--- src/hdl/cau_pkg.sv ---
`timescale 1ns / 1ps
package cau_pkg;

  localparam int DW           = 16;
  localparam int FB           = 12;
  localparam int CORDIC_STEPS = 16;
  localparam int DIV_BITS     = DW + 1;
  localparam int REM_W        = 2 * DW + DIV_BITS;
  localparam int SQRT_STEPS   = DW;
  localparam int ZW           = 36;
  localparam int CW           = 64;
  localparam int LIFT         = 61 - DW;

  localparam logic signed [ZW-1:0] Q30_PI      = 36'sd3373259426;
  localparam logic signed [ZW-1:0] Q30_HALF_PI = 36'sd1686629713;
  localparam logic signed [ZW-1:0] Q30_TWO_PI  = 36'sd6746518852;
  localparam logic signed [CW-1:0] Q30_GAIN    = 64'sd652032874;

  typedef enum logic [2:0] {
    OP_ADD, OP_SUB, OP_MUL, OP_DIV, OP_MAGSQ, OP_MAG, OP_ARG, OP_POLAR
  } op_t;

  typedef enum logic [1:0] {
    ST_OK   = 2'd0,
    ST_DIV0 = 2'd1,
    ST_SAT  = 2'd2
  } status_t;

  typedef struct packed {
    logic [2:0]           opcode;
    logic signed [DW-1:0] a_re;
    logic signed [DW-1:0] a_im;
    logic signed [DW-1:0] b_re;
    logic signed [DW-1:0] b_im;
  } cmd_t;

  typedef struct packed {
    logic signed [DW-1:0] res_re;
    logic signed [DW-1:0] res_im;
    logic [1:0]           status;
  } res_t;

  typedef struct packed {
    logic                 vld;
    op_t                  op;
    logic signed [DW-1:0] rr;
    logic signed [DW-1:0] ri;
    logic                 flg;
    logic                 dz;
    logic signed [DW-1:0] ar;
    logic [2*DW-1:0]      den;
    logic                 nneg_re;
    logic                 nneg_im;
    logic                 big_re;
    logic                 big_im;
    logic [REM_W-1:0]     rem_re;
    logic [REM_W-1:0]     rem_im;
    logic [DIV_BITS-1:0]  q_re;
    logic [DIV_BITS-1:0]  q_im;
    logic [2*DW-1:0]      sq_n;
    logic [2*DW-1:0]      sq_r;
    logic                 vec;
    logic                 zero;
    logic                 flip;
    logic signed [CW-1:0] cx;
    logic signed [CW-1:0] cy;
    logic signed [ZW-1:0] cz;
  } iter_t;

  function automatic logic signed [ZW-1:0] cau_atan(input int unsigned i);
    case (i)
      0:  return 36'sh03243F6A8;
      1:  return 36'sh01DAC6705;
      2:  return 36'sh00FADBAFC;
      3:  return 36'sh007F56EA6;
      4:  return 36'sh003FEAB76;
      5:  return 36'sh001FFD55B;
      6:  return 36'sh000FFFAAA;
      7:  return 36'sh0007FFF55;
      8:  return 36'sh0003FFFEA;
      9:  return 36'sh0001FFFFD;
      10: return 36'sh0000FFFFF;
      11: return 36'sh00007FFFF;
      12: return 36'sh00003FFFF;
      13: return 36'sh00001FFFF;
      14: return 36'sh00000FFFF;
      15: return 36'sh000007FFF;
      16: return 36'sh000003FFF;
      17: return 36'sh000001FFF;
      18: return 36'sh000000FFF;
      19: return 36'sh0000007FF;
      20: return 36'sh0000003FF;
      21: return 36'sh0000001FF;
      22: return 36'sh0000000FF;
      23: return 36'sh00000007F;
      24: return 36'sh00000003F;
      25: return 36'sh00000001F;
      26: return 36'sh00000000F;
      27: return 36'sh000000008;
      28: return 36'sh000000004;
      29: return 36'sh000000002;
      30: return 36'sh000000001;
      default: return 36'sh000000000;
    endcase
  endfunction

endpackage

--- src/hdl/cau_iter.sv ---
`timescale 1ns / 1ps
module cau_iter #(
  parameter int IDX = 0,
  parameter int CS  = cau_pkg::CORDIC_STEPS
) (
  input  logic           clk,
  input  logic           rst,
  input  cau_pkg::iter_t d,
  output cau_pkg::iter_t q
);
  import cau_pkg::*;

  localparam int DJ = (IDX < DIV_BITS) ? DIV_BITS - 1 - IDX : 0;
  localparam int SB = (IDX < SQRT_STEPS) ? 2 * (SQRT_STEPS - 1 - IDX) : 0;
  localparam int CI = (IDX < CS) ? IDX : 0;

  iter_t                n;
  logic [REM_W-1:0]     dsh;
  logic [2*DW:0]        bsq;
  logic [2*DW:0]        sum;
  logic signed [CW-1:0] xs;
  logic signed [CW-1:0] ys;
  logic signed [ZW-1:0] at;
  logic                 up;

  always_comb begin
    n   = d;
    dsh = REM_W'(d.den) << DJ;
    bsq = (2*DW+1)'(1) << SB;
    sum = {1'b0, d.sq_r} + bsq;
    xs  = d.cx >>> CI;
    ys  = d.cy >>> CI;
    at  = cau_atan(CI);
    up  = d.vec ? d.cy[CW-1] : !d.cz[ZW-1];
    if (IDX < DIV_BITS) begin
      if (d.rem_re >= dsh) begin
        n.rem_re   = d.rem_re - dsh;
        n.q_re[DJ] = 1'b1;
      end
      if (d.rem_im >= dsh) begin
        n.rem_im   = d.rem_im - dsh;
        n.q_im[DJ] = 1'b1;
      end
    end
    if (IDX < SQRT_STEPS) begin
      if ({1'b0, d.sq_n} >= sum) begin
        n.sq_n = d.sq_n - sum[2*DW-1:0];
        n.sq_r = (d.sq_r >> 1) + bsq[2*DW-1:0];
      end else begin
        n.sq_r = d.sq_r >> 1;
      end
    end
    if (IDX < CS) begin
      if (up) begin
        n.cx = d.cx - ys;
        n.cy = d.cy + xs;
        n.cz = d.cz - at;
      end else begin
        n.cx = d.cx + ys;
        n.cy = d.cy - xs;
        n.cz = d.cz + at;
      end
    end
    n.vld = d.vld && !rst;
  end

  always_ff @(posedge clk) begin
    q <= n;
  end

endmodule
--- config.mk ---
export PLATFORM = sky130hd
export DESIGN_NAME = cau_iter
export DESIGN_NICKNAME = d
export VERILOG_FILES = /design/src/hdl/cau_pkg.sv /design/src/hdl/cau_iter.sv
export SDC_FILE = /design/constraint.sdc
export NUM_CORES = 1
export LEC_CHECK = 0
export CAP_MARGIN = 20
export CORE_AREA = 2 2 355 357
export CTS_CLUSTER_SIZE = 24
export DETAILED_ROUTE_END_ITERATION = 8
export DIE_AREA = 0 0 357 359
export DONT_BUFFER_PORTS = 1
export GPL_ROUTABILITY_DRIVEN = 0
export GPL_TIMING_DRIVEN = 0
export PLACE_DENSITY = 0.41
export REMOVE_ABC_BUFFERS = 1
export SYNTH_ARGS = -nofsm -noshare
export SYNTH_HDL_FRONTEND = slang
export SYNTH_SLANG_ARGS = --single-unit
--- constraint.sdc ---
create_clock -name clk -period 4.6 [get_ports clk]
set_input_delay 0.46 -clock clk [delete_from_list [all_inputs] [get_ports clk]]
set_output_delay 0.46 -clock clk [all_outputs]
set_load 0.01 [all_outputs]
# Word level (Yosys, flattened, before mapping)
# Index checks and enable logic that the tools add are counted.
# classes
n_addsub,10
n_reduce_logical,3
n_lt_le_gt_ge,3
mux,6
# ops
op,count
$mux W164,1
$sub A64 B64 Y64,2
$ge A49 B48 Y1,2
$mux W49,2
$sub A49 B48 Y49,2
$add A64 B64 Y64,1
$add A36 B31 Y36 const B,1
$sub A36 B31 Y36 const B,1
$add A32 B31 Y33 const B,1
$ge A32 B33 Y1,1
$add A31 B31 Y32 const B,1
$mux W32,1
$sub A32 B32 Y32,1
$mux W31,1
$logic_not A1 Y1,2
$logic_and A1 B1 Y1,1
$mux W1,1
# word_totals
in_bits,455
word_cells,49
ff_bits,453
out_inout_bits,453

# Depth between registers and ports, before layout
# Gate-level depths: netlist of the first run.
# logic_depth
word_depth,3
mapped_depth,19
mapped_depth_nobuf,14

# Least setup slack after synthesis of the first run
# OpenSTA, ideal clock, no wires.
# synth_timing
path_kind,input to register
from,input port d[166] in the netlist's numbering
to,register q[27] in the netlist's numbering
setup_time_ns,0.127
required_ns,4.473
t_arrival_ns,4.694
path_stages,17
setup_slack_ns,-0.222
path_buffers,4
path_cell_list,nand2b_1 nand2_1 clkinv_1 clkbuf_1 clkbuf_1 clkbuf_1 clkbuf_1 ha_1 and3b_1 a2111o_1 o2111a_1 o21ai_1 nand2_1 a31o_2 maj3_1 a21oi_1 xnor2_1
# synth_lines
item,line,source
from (decl),cau_iter.sv:8,"input cau_pkg::iter_t d,"
to (signal assigned),cau_iter.sv:68,q <= n;
to (decl),cau_iter.sv:9,output cau_pkg::iter_t q

==> results.toml, run 1 <==
[global_route]
grt_pass1_wl_um = 224000
grt_pass1_vias = 29600
gr-usage-all-layers_pct = 24.0
antenna_found_initial = 14
grt_overflow = 0
grt_max_degree = 107

[setup_path]
crit_type = "in -> reg"
start_kind = "input pin"
slowest_stage = "nor4_1"
max_stage_delay_ns = 0.73
crit_path_max_fanout = 12
cp.required_ns = 5.11
crit_chain = "inv_1 > ha_1 > nand2_1 > nor4_1 > o211ai_1 > o211a_1 > o21ai_0 > a21oi_1 > o21ai_0 > a211o_1 > o211ai_1 > a211oi_1"
end_kind = "flop"
worstPathArrival_ns = 4.95

[cells_and_area]
syn_to_final_growth_pct = 22.3
reg.largest.list = "q x452"
fillerInstances = 13600
drive_gt1_share_pct = 5.59
top_register = "q"
fin_nets = 4693
final_util_pct = 29.5
largest_register_ffs = 452

[place]
dp_hpwl_um = 129000
portBuffers = 0

[clock_tree]
htree_num_levels = 2
clock_path_buffers = 3
clock-root-buffer = "clkbuf_16"
path_clk_slew_ns = 0.07
clock-sinks = 452
cts-buffers-inserted = 54
cts_tree = "yes"

[die]
io_pins = 908
core_um2 = 125000
die_area_um2 = 128000
dieWidth_um = 357
num_rows = 130
dieHeight_um = 359
initial_utilization_pct = 24.1

[synth]
synth-main-ff-cell = "dfxtp_1"
synth_fa_ha_area_share_pct = 13.7
syn_area_um2 = 30000
synth-compound-area-share_pct = 25.6
yosys_warnings = 0
synth_area_leaders = "dfxtp_1 30%, ha_1 13%, a21oi_1 7.5%"
syn_inst = 3679
async_flop_share_pct = 0
synth_xor_area_share_pct = 6.92
yosysTopAreaCellShare_pct = 30.1
yosys.cell_types.count = 89
synth_seq_cells = 452
yosys.area_share.simple_pct = 14.2
synthMuxAreaShare_pct = 3.80
synth_top_family_by_area = "compound AO/OA/AOI/OAI gates"
syn_avg_cell_area_um2 = 8.16
yosysSeqAreaShare_pct = 30.1
yosysTopAreaCell = "dfxtp_1"
synth_edf_count = 0

[routing]
vias_per_cell = 5.26
drc = 0
vias = 29500
ant_nets = 0
routed_wl_um = 162000
drt_first_pass_iters = 6
drtIter0Drc = 2583
wl_per_cell_um = 28.9

[power_and_ir_drop]
irDropWorstVdd_mv = 0.332
power_density_nw_per_um2 = 373
leakage_nw = 15.4

[timing]
period_share_pct = 96.6
post-route-min-period_ns = 4.44
fin_tns_setup_ns = 0
fmax_mhz = 225
finalSetupViolCount = 0
worstMarginPinSlew_ns = 1.22
hold_violations = 0
timing.hold.ws_ns = 0.0676
slew_headroom_pct = 18.1
maxSlewViolCount = 0
rsz0062_at_grt = "no"

[outcome]
outcome = "completed"

[min_path]
min_path_type = "in -> reg"
hold_depth = 2

[job]
drv_cap = 0
[worst max-delay path: cells and delay by family]
| family | cells | cell delay, ns |
|---|---|---|
| buffers and inverters | 1 | 0.02 |
| AO/OA/AOI/OAI | 8 | 2.90 |
| adder cells (fa/ha/maj) | 1 | 0.54 |
| AND/OR/NAND/NOR | 2 | 1.00 |
[stage by stage]
stage	power, W	instances	setup WS (ns)	cell area (um^2)
after detailed placement	0.00889	5195	-1.11	31700
after CTS	0.0138	5601	0.0981	36700
after floorplan	0.00749	3537	-5.87	29400
final	0.0137	5613	0.158	36700
after global placement	0.00893	5187	-12.65	31500
after global routing	0.0143	5607	0.00769	36700
[cell type report]
class / count / area [um^2] / area share, %
Clock buffer: 67 / 1470 / 4.01
Tap cell: 1650 / 2060 / 5.62
Multi-Input combinational cell: 2784 / 19300 / 52.6
Inverter: 302 / 1140 / 3.10
Timing Repair Buffer: 319 / 3260 / 8.88
Sequential cell: 452 / 9050 / 24.7
Antenna cell: 8 / 20.0 / 0.0545
Clock inverter: 31 / 400 / 1.09
[timing repair]
action / in CTS / in global routing
cloned: 1 / 0
pin swaps: 1 / 1
hold buffers: 307 / 0
gates resized for setup: 4 / 0
setup buffers: 0 / 3
endpoints found under the hold margin: 305 / 0
endpoints found under the setup margin: 4 / 3
[synthesized netlist by cell type, drive strengths merged (10+ instances only)]
cell and instances:
a21boi 17, o31a 12, nor2 280, a221oi 13, o31ai 32, nand2b 27
mux2i 34, or4 10, buf 42, nor4 34, a211o 13, o311ai 11
a31oi 37, a21o 104, or2 15, nand3 80, nor3 74, xnor2 186
nor2b 37, o21bai 90, clkbuf 100, dfxtp 452, xor2 51, inv 293
o21ai 241, o2111ai 10, and2 15, and3 14, o211ai 32, a21oi 449
o21a 36, or3 16, nand4 60, mux2 71, ha 319, a211oi 35
nand2 204
[cells in the final DEF (no fill, tap or decap), types with 36 or more instances in the layout]
cell type / count
a21oi_1: 449
o21ai_0: 235
o21bai_1: 90
nor2_1: 280
clkbuf_16: 54
dlygate4sd3_1: 307
nand4_1: 60
nand2_1: 203
nor3_1: 73
inv_1: 292
a21o_1: 102
a31oi_1: 36
o21a_1: 36
xor2_1: 51
ha_1: 319
mux2_2: 70
xnor2_1: 186
dfxtp_1: 452
nor2b_1: 37
nand3_1: 80
[routing by layer]
| metal | global-route usage (%) | up-vias | wire length (um) |
|---|---|---|---|
| met2 | 40.2 | 1299 | 75300 |
| met1 | 27.9 | 14400 | 63600 |
| met5 | 0 | - | 55 |
| li1 | - | 13600 | - |
| met3 | 6.50 | 277 | 13400 |
| met4 | 12.2 | 10 | 9630 |
[kinds of logic (layout without fill, tap and decap cells)]
kind of cell,after synthesis,count (layout)
compound gates,1224,1224
xor+xnor,237,237
fa+ha+maj,326,326
buf+inv,444,719
flops,452,452
mux,105,105
other cells,0,8
simple gates,891,892
[path summary, 6_finish.rpt]
kind,startpoint,endpoint,slack (ns)
hold / removal,d[313],q[313],0.07
setup / recovery,d[50],q[99],0.16
[report_power, final]
part	switching [W]	leakage, nW	internal, W
registers	0.000852	3.81	0.00456
clock network	0.00193	0.897	0.00263
logic	0.00229	10.7	0.00144
(Power assumes the default switching activity.)
==> run 2, diff against run 1 <==
--- a/config.mk
+++ b/config.mk
@@ -6,14 +6,16 @@
 export NUM_CORES = 1
 export LEC_CHECK = 0
 export CAP_MARGIN = 20
-export CORE_AREA = 2 2 355 357
+export CELL_PAD_IN_SITES_DETAIL_PLACEMENT = 1
+export CELL_PAD_IN_SITES_GLOBAL_PLACEMENT = 2
+export CORE_AREA = 2 2 353 355
 export CTS_CLUSTER_SIZE = 24
 export DETAILED_ROUTE_END_ITERATION = 8
-export DIE_AREA = 0 0 357 359
+export DIE_AREA = 0 0 355 357
 export DONT_BUFFER_PORTS = 1
 export GPL_ROUTABILITY_DRIVEN = 0
 export GPL_TIMING_DRIVEN = 0
-export PLACE_DENSITY = 0.41
+export PLACE_DENSITY = 0.62
 export REMOVE_ABC_BUFFERS = 1
 export SYNTH_ARGS = -nofsm -noshare
 export SYNTH_HDL_FRONTEND = slang
==> run 2 against run 1 <==
  * Core utilization rose by 0.37 points
  * Setup slack got worse by 0.078 ns
  * Sequential share of layout area is essentially flat
  * Count of clock-buffer cells in the layout down 6
  * Combinational power is 2% higher
  * Non-clock buffer count down 4
  * Clock power rose by 0.9%
  * Cell count down 0.30%
  * Via count decreased by 1.3%
  * First-iteration DRC count down 25%
  * Largest cell class unchanged
==> results.toml, run 2 (synthesis results as in run 1) <==
[outcome]
outcome = "completed"

[cells_and_area]
fin_nets = 4687
layout_commonest_cell = "dfxtp_1"
top_register = "q"
layout_common_cells = "452 x dfxtp_1, 448 x a21oi_1, 319 x ha_1"
syn_to_final_growth_pct = 22.2
drive_gt1_share_pct = 5.72
final_util_pct = 29.8
largest_register_ffs = 452
final_area_um2 = 36700
reg.largest.list = "q x452"

[setup_path]
max_stage_delay_ns = 0.76
cp.required_ns = 5.07
start_kind = "input pin"
worstPathArrival_ns = 4.99
crit_buf_inv = 1
end_kind = "flop"
crit_family = "compound AO/OA/AOI/OAI gates"
crit_path_max_fanout = 13
crit_chain = "inv_1 > ha_1 > or4_1 > or3_1 > a311oi_2 > nor3_2 > a21oi_1 > a41oi_1 > o31ai_1 > a311oi_1 > mux2_2 > nand3_1"
slowest_stage = "o31ai_1"
crit_type = "in -> reg"
worst-path-stages = 12

[clock_tree]
cts-buffers-inserted = 52
htree_num_levels = 2
path_clk_slew_ns = 0.06
clock_path_buffers = 3
clock-sinks = 452
clock-root-buffer = "clkbuf_16"
cts_tree = "yes"

[die]
die_area_um2 = 127000
initial_utilization_pct = 24.4
dieWidth_um = 355
core_um2 = 123000
dieHeight_um = 357
num_rows = 129
io_pins = 908

[routing]
drt_first_pass_iters = 5
ant_nets = 0
wl_per_cell_um = 28.2
vias_per_cell = 5.21
routed_wl_um = 158000
drc = 0
drtIter0Drc = 1945
vias = 29200

[power_and_ir_drop]
seqPwrFrac_pct = 38.7
power_density_nw_per_um2 = 374
switching_share_pct = 37.1
switchingPower_w = 0.00510
irDropWorstVdd_mv = 0.320
clkPwrFrac_pct = 33.6
p_comb_share_pct = 27.7
total_power_w = 0.0137
internal_power_w = 0.00863
leakage_nw = 15.4

[place]
portBuffers = 0
dp_hpwl_um = 126000
post_dp_cell_area_um2 = 31700

[global_route]
use_met3_pct = 6.48
grt-busiest-layer = "met2"
grt.met1_usage_pct = 29.5
grt_pass1_wl_um = 221000
use_met2_pct = 38.9
grt_overflow = 0
gr-usage-all-layers_pct = 23.7
antenna_found_initial = 15
grt_max_degree = 79
grt_pass1_vias = 30200

[timing]
timing.hold.ws_ns = 0.0613
post-route-min-period_ns = 4.52
rsz0062_at_grt = "no"
fin_tns_setup_ns = 0
period_share_pct = 98.3
finalSetupViolCount = 0
hold_violations = 0
slew_headroom_pct = 19.9
maxSlewViolCount = 0
fmax_mhz = 221
worstMarginPinSlew_ns = 1.17

[min_path]
min_path_type = "in -> reg"
hold_depth = 2

[job]
drv_cap = 0
[run 2: cell types whose count changed in the layout (fill, tap and decap cells not counted), moves of 2 or more]
| cell | change |
|---|---|
| clkbuf_16 | -2 |
| nand2b_1 | +2 |
| nand2b_2 | -2 |
| clkbuf_1 | -4 |
| inv_8 | +2 |
| clkinv_8 | +2 |
| dlygate4sd3_1 | -4 |
[run 2: worst paths after layout]
path              startpoint      to  slack, ns
hold / removal        d[312]  q[312]       0.06
setup / recovery       d[43]  q[160]       0.08
[run 2: timing repair]
action | CTS | global route
gates cloned | 0 | 1
setup endpoints to repair | 10 | 11
gates resized for setup | 2 | 4
buffers inserted | 0 | 3
endpoints found under the hold margin | 303 | 0
pin swaps | 0 | 1
hold buffers | 303 | 0
[run 2: area by class of cell]
| cell class | instances | area (um^2) |
|---|---|---|
| Tap cell | 1637 | 2050 |
| Timing Repair Buffer | 315 | 3220 |
| Sequential cell | 452 | 9050 |
| Antenna cell | 9 | 22.5 |
| Clock buffer | 61 | 1410 |
| Clock inverter | 36 | 475 |
| Fill cell | 14600 | 86300 |
| Inverter | 302 | 1150 |
| Multi-Input combinational cell | 2784 | 19300 |
[run 2: power groups by stage]
stage,clock network (W),logic (W),registers (W)
floorplan,0,0.00237,0.00512
global placement,0,0.00349,0.00541
detailed placement,0,0.00348,0.00541
CTS,0.00474,0.00376,0.00533
global route,0.00492,0.00412,0.00535
finish,0.00461,0.00380,0.00531
[run 2: layer usage]
metal	vias to the layer above	wire length [um]
met1	14400	67700
met4	6	6240
li1	13600	-
met5	-	35
met3	204	11800
met2	964	72300
[run 2: per-stage QoR]
step                      setup WS, ns  std cells
after floorplan                  -5.87       3537
after global placement          -14.05       5174
after detailed placement         -1.23       5183
after CTS                       0.0446       5583
after global routing            0.0300       5591
final                           0.0802       5596
==> run 3, diff against run 2 <==
--- a/config.mk
+++ b/config.mk
@@ -8,14 +8,14 @@
 export CAP_MARGIN = 20
 export CELL_PAD_IN_SITES_DETAIL_PLACEMENT = 1
 export CELL_PAD_IN_SITES_GLOBAL_PLACEMENT = 2
-export CORE_AREA = 2 2 353 355
+export CORE_AREA = 2 2 351 353
 export CTS_CLUSTER_SIZE = 24
 export DETAILED_ROUTE_END_ITERATION = 8
-export DIE_AREA = 0 0 355 357
+export DIE_AREA = 0 0 353 355
 export DONT_BUFFER_PORTS = 1
 export GPL_ROUTABILITY_DRIVEN = 0
 export GPL_TIMING_DRIVEN = 0
-export PLACE_DENSITY = 0.62
+export PLACE_DENSITY = 0.6
 export REMOVE_ABC_BUFFERS = 1
 export SYNTH_ARGS = -nofsm -noshare
 export SYNTH_HDL_FRONTEND = slang
==> constraint.sdc (replaced) <==
create_clock -name clk -period 5.7 [get_ports clk]
set_input_delay 0.57 -clock clk [delete_from_list [all_inputs] [get_ports clk]]
set_output_delay 0.57 -clock clk [all_outputs]
set_load 0.01 [all_outputs]
==> run 3 against run 2 <==
  * Wire length shrank 4.9%
  * Sequential power shrank 19%
  * Die area shrank 1.1%
  * Global-route usage shrank 0.81 points
  * Final area shrank 3.1%
  * Worst hold slack gained 0.0099 ns
  * Sequential share of layout area grew 0.80 points
  * Count of clock-buffer cells in the layout grew 6
==> results.toml, run 3 (synthesis results as in run 1) <==
[outcome]
outcome = "completed"

[setup_path]
start_kind = "input pin"
worstPathArrival_ns = 5.87
max_stage_delay_ns = 0.62
crit_family = "compound AO/OA/AOI/OAI gates"
crit_buf_inv = 2
crit_chain = "nand2b_1 > nand2_8 > clkinv_4 > buf_16 > ha_1 > and3b_1 > a2111o_1 > o2111a_1 > o21ai_1 > nand2_1 > a31o_2 > maj3_1 > a21oi_1 > xnor2_1"
end_kind = "flop"
cp.required_ns = 6.24
crit_type = "in -> reg"
slowest_stage = "nand2_8"
crit_path_max_fanout = 96

[place]
portBuffers = 0
preCtsSetupSlack_ns = -0.554
dp_hpwl_um = 123000
post_dp_cell_area_um2 = 31700

[timing]
finalSetupViolCount = 0
period_share_pct = 93.5
timing.hold.ws_ns = 0.0711
hold_violations = 0
post-route-min-period_ns = 5.33
fmax_mhz = 188
fin_tns_setup_ns = 0
worstMarginPinSlew_ns = 1.13
maxSlewViolCount = 0
rsz0062_at_grt = "no"
layout_setup_ws_ns = 0.370
slew_headroom_pct = 24.7

[routing]
routed_wl_um = 150000
drc = 0
ant_nets = 0
drtIter0Drc = 1748
wl_per_cell_um = 27.5
drt_first_pass_iters = 5
vias_per_cell = 5.18
vias = 28300

[power_and_ir_drop]
irDropWorstVdd_mv = 0.245
power_density_nw_per_um2 = 305
total_power_w = 0.0108
leakage_nw = 14.9

[cells_and_area]
syn_to_final_growth_pct = 18.4
final_area_um2 = 35500
reg.largest.list = "q x452"
fillerInstances = 14400
layout_common_cells = "452 x dfxtp_1, 449 x a21oi_1, 319 x ha_1"
top_register = "q"
drive_gt1_share_pct = 5.62
seq_area_um2 = 9050
multi_input_area_um2 = 19300
largest_register_ffs = 452
fin_nets = 4583
layout_commonest_cell = "dfxtp_1"

[clock_tree]
cts_tree = "yes"
clock-sinks = 452
htree_num_levels = 2
clock-root-buffer = "clkbuf_16"
clock_path_buffers = 3
cts-buffers-inserted = 53
path_clk_slew_ns = 0.06

[job]
drv_cap = 0

[global_route]
antenna_found_initial = 8
grt_overflow = 0
grt_pass1_vias = 29300
gr-usage-all-layers_pct = 22.9
grt_pass1_wl_um = 213000
grt_max_degree = 97

[min_path]
min_path_type = "in -> reg"

[die]
dieWidth_um = 353
num_rows = 128
dieHeight_um = 355
io_pins = 908
core_um2 = 121000
die_area_um2 = 125000
initial_utilization_pct = 24.7
==> run 3: changes by cell type in the layout (fill, tap and decap cells not counted), sizes merged <==
cell / previous run / this run
dlygate4sd3: 303 / 203
diode: 9 / 2
clkbuf: 61 / 67
buf: 12 / 8
clkinvlp: 6 / 2
bufinv: 7 / 4
inv: 303 / 305
clkinv: 22 / 21
nand2: 205 / 204
==> run 3: path summary, 6_finish.rpt <==
check	startpoint	endpoint	slack, ns	cells after the start
hold / removal	d[296]	q[296]	0.07	1
setup / recovery	d[166]	q[27]	0.37	14
==> run 3: per-stage QoR <==
step                instances  util [%]
floorplan                3537         -
global placement         5162      25.9
detailed placement       5170      26.1
CTS                      5470      29.3
global route             5471      29.3
finish                   5472      29.3
==> run 3: layout make-up <==
cell class | count | share of cell area [%]
Multi-Input combinational cell | 2783 | 54.3
Clock inverter | 30 | 0.993
Inverter | 302 | 3.20
Clock buffer | 67 | 4.16
Sequential cell | 452 | 25.5
Antenna cell | 2 | 0.0141
Tap cell | 1625 | 5.72
Timing Repair Buffer | 211 | 6.15
==> run 3: what timing repair did <==
item | 4_1_cts | 5_1_grt
hold endpoints to repair | 203 | 0
buffers inserted | 0 | 0
gates resized for setup | 0 | 1
endpoints found under the setup margin | 0 | 4
hold buffers | 203 | 0
==> run 3: power breakdown <==
part | switching [W] | total (W) | internal (W)
registers | 0.000598 | 0.00428 | 0.00368
clock network | 0.00154 | 0.00359 | 0.00205
logic | 0.00185 | 0.00296 | 0.00111
total | 0.00400 | 0.0108 | 0.00684
==> run 3: layer usage <==
layer | global-route usage, % | wire [um] | vias up
li1 | - | - | 13300
met1 | 29.2 | 65600 | 14000
met2 | 38.0 | 69700 | 886
met3 | 5.96 | 10800 | 150
met4 | 5.98 | 4130 | 4
met5 | 0 | 27 | -
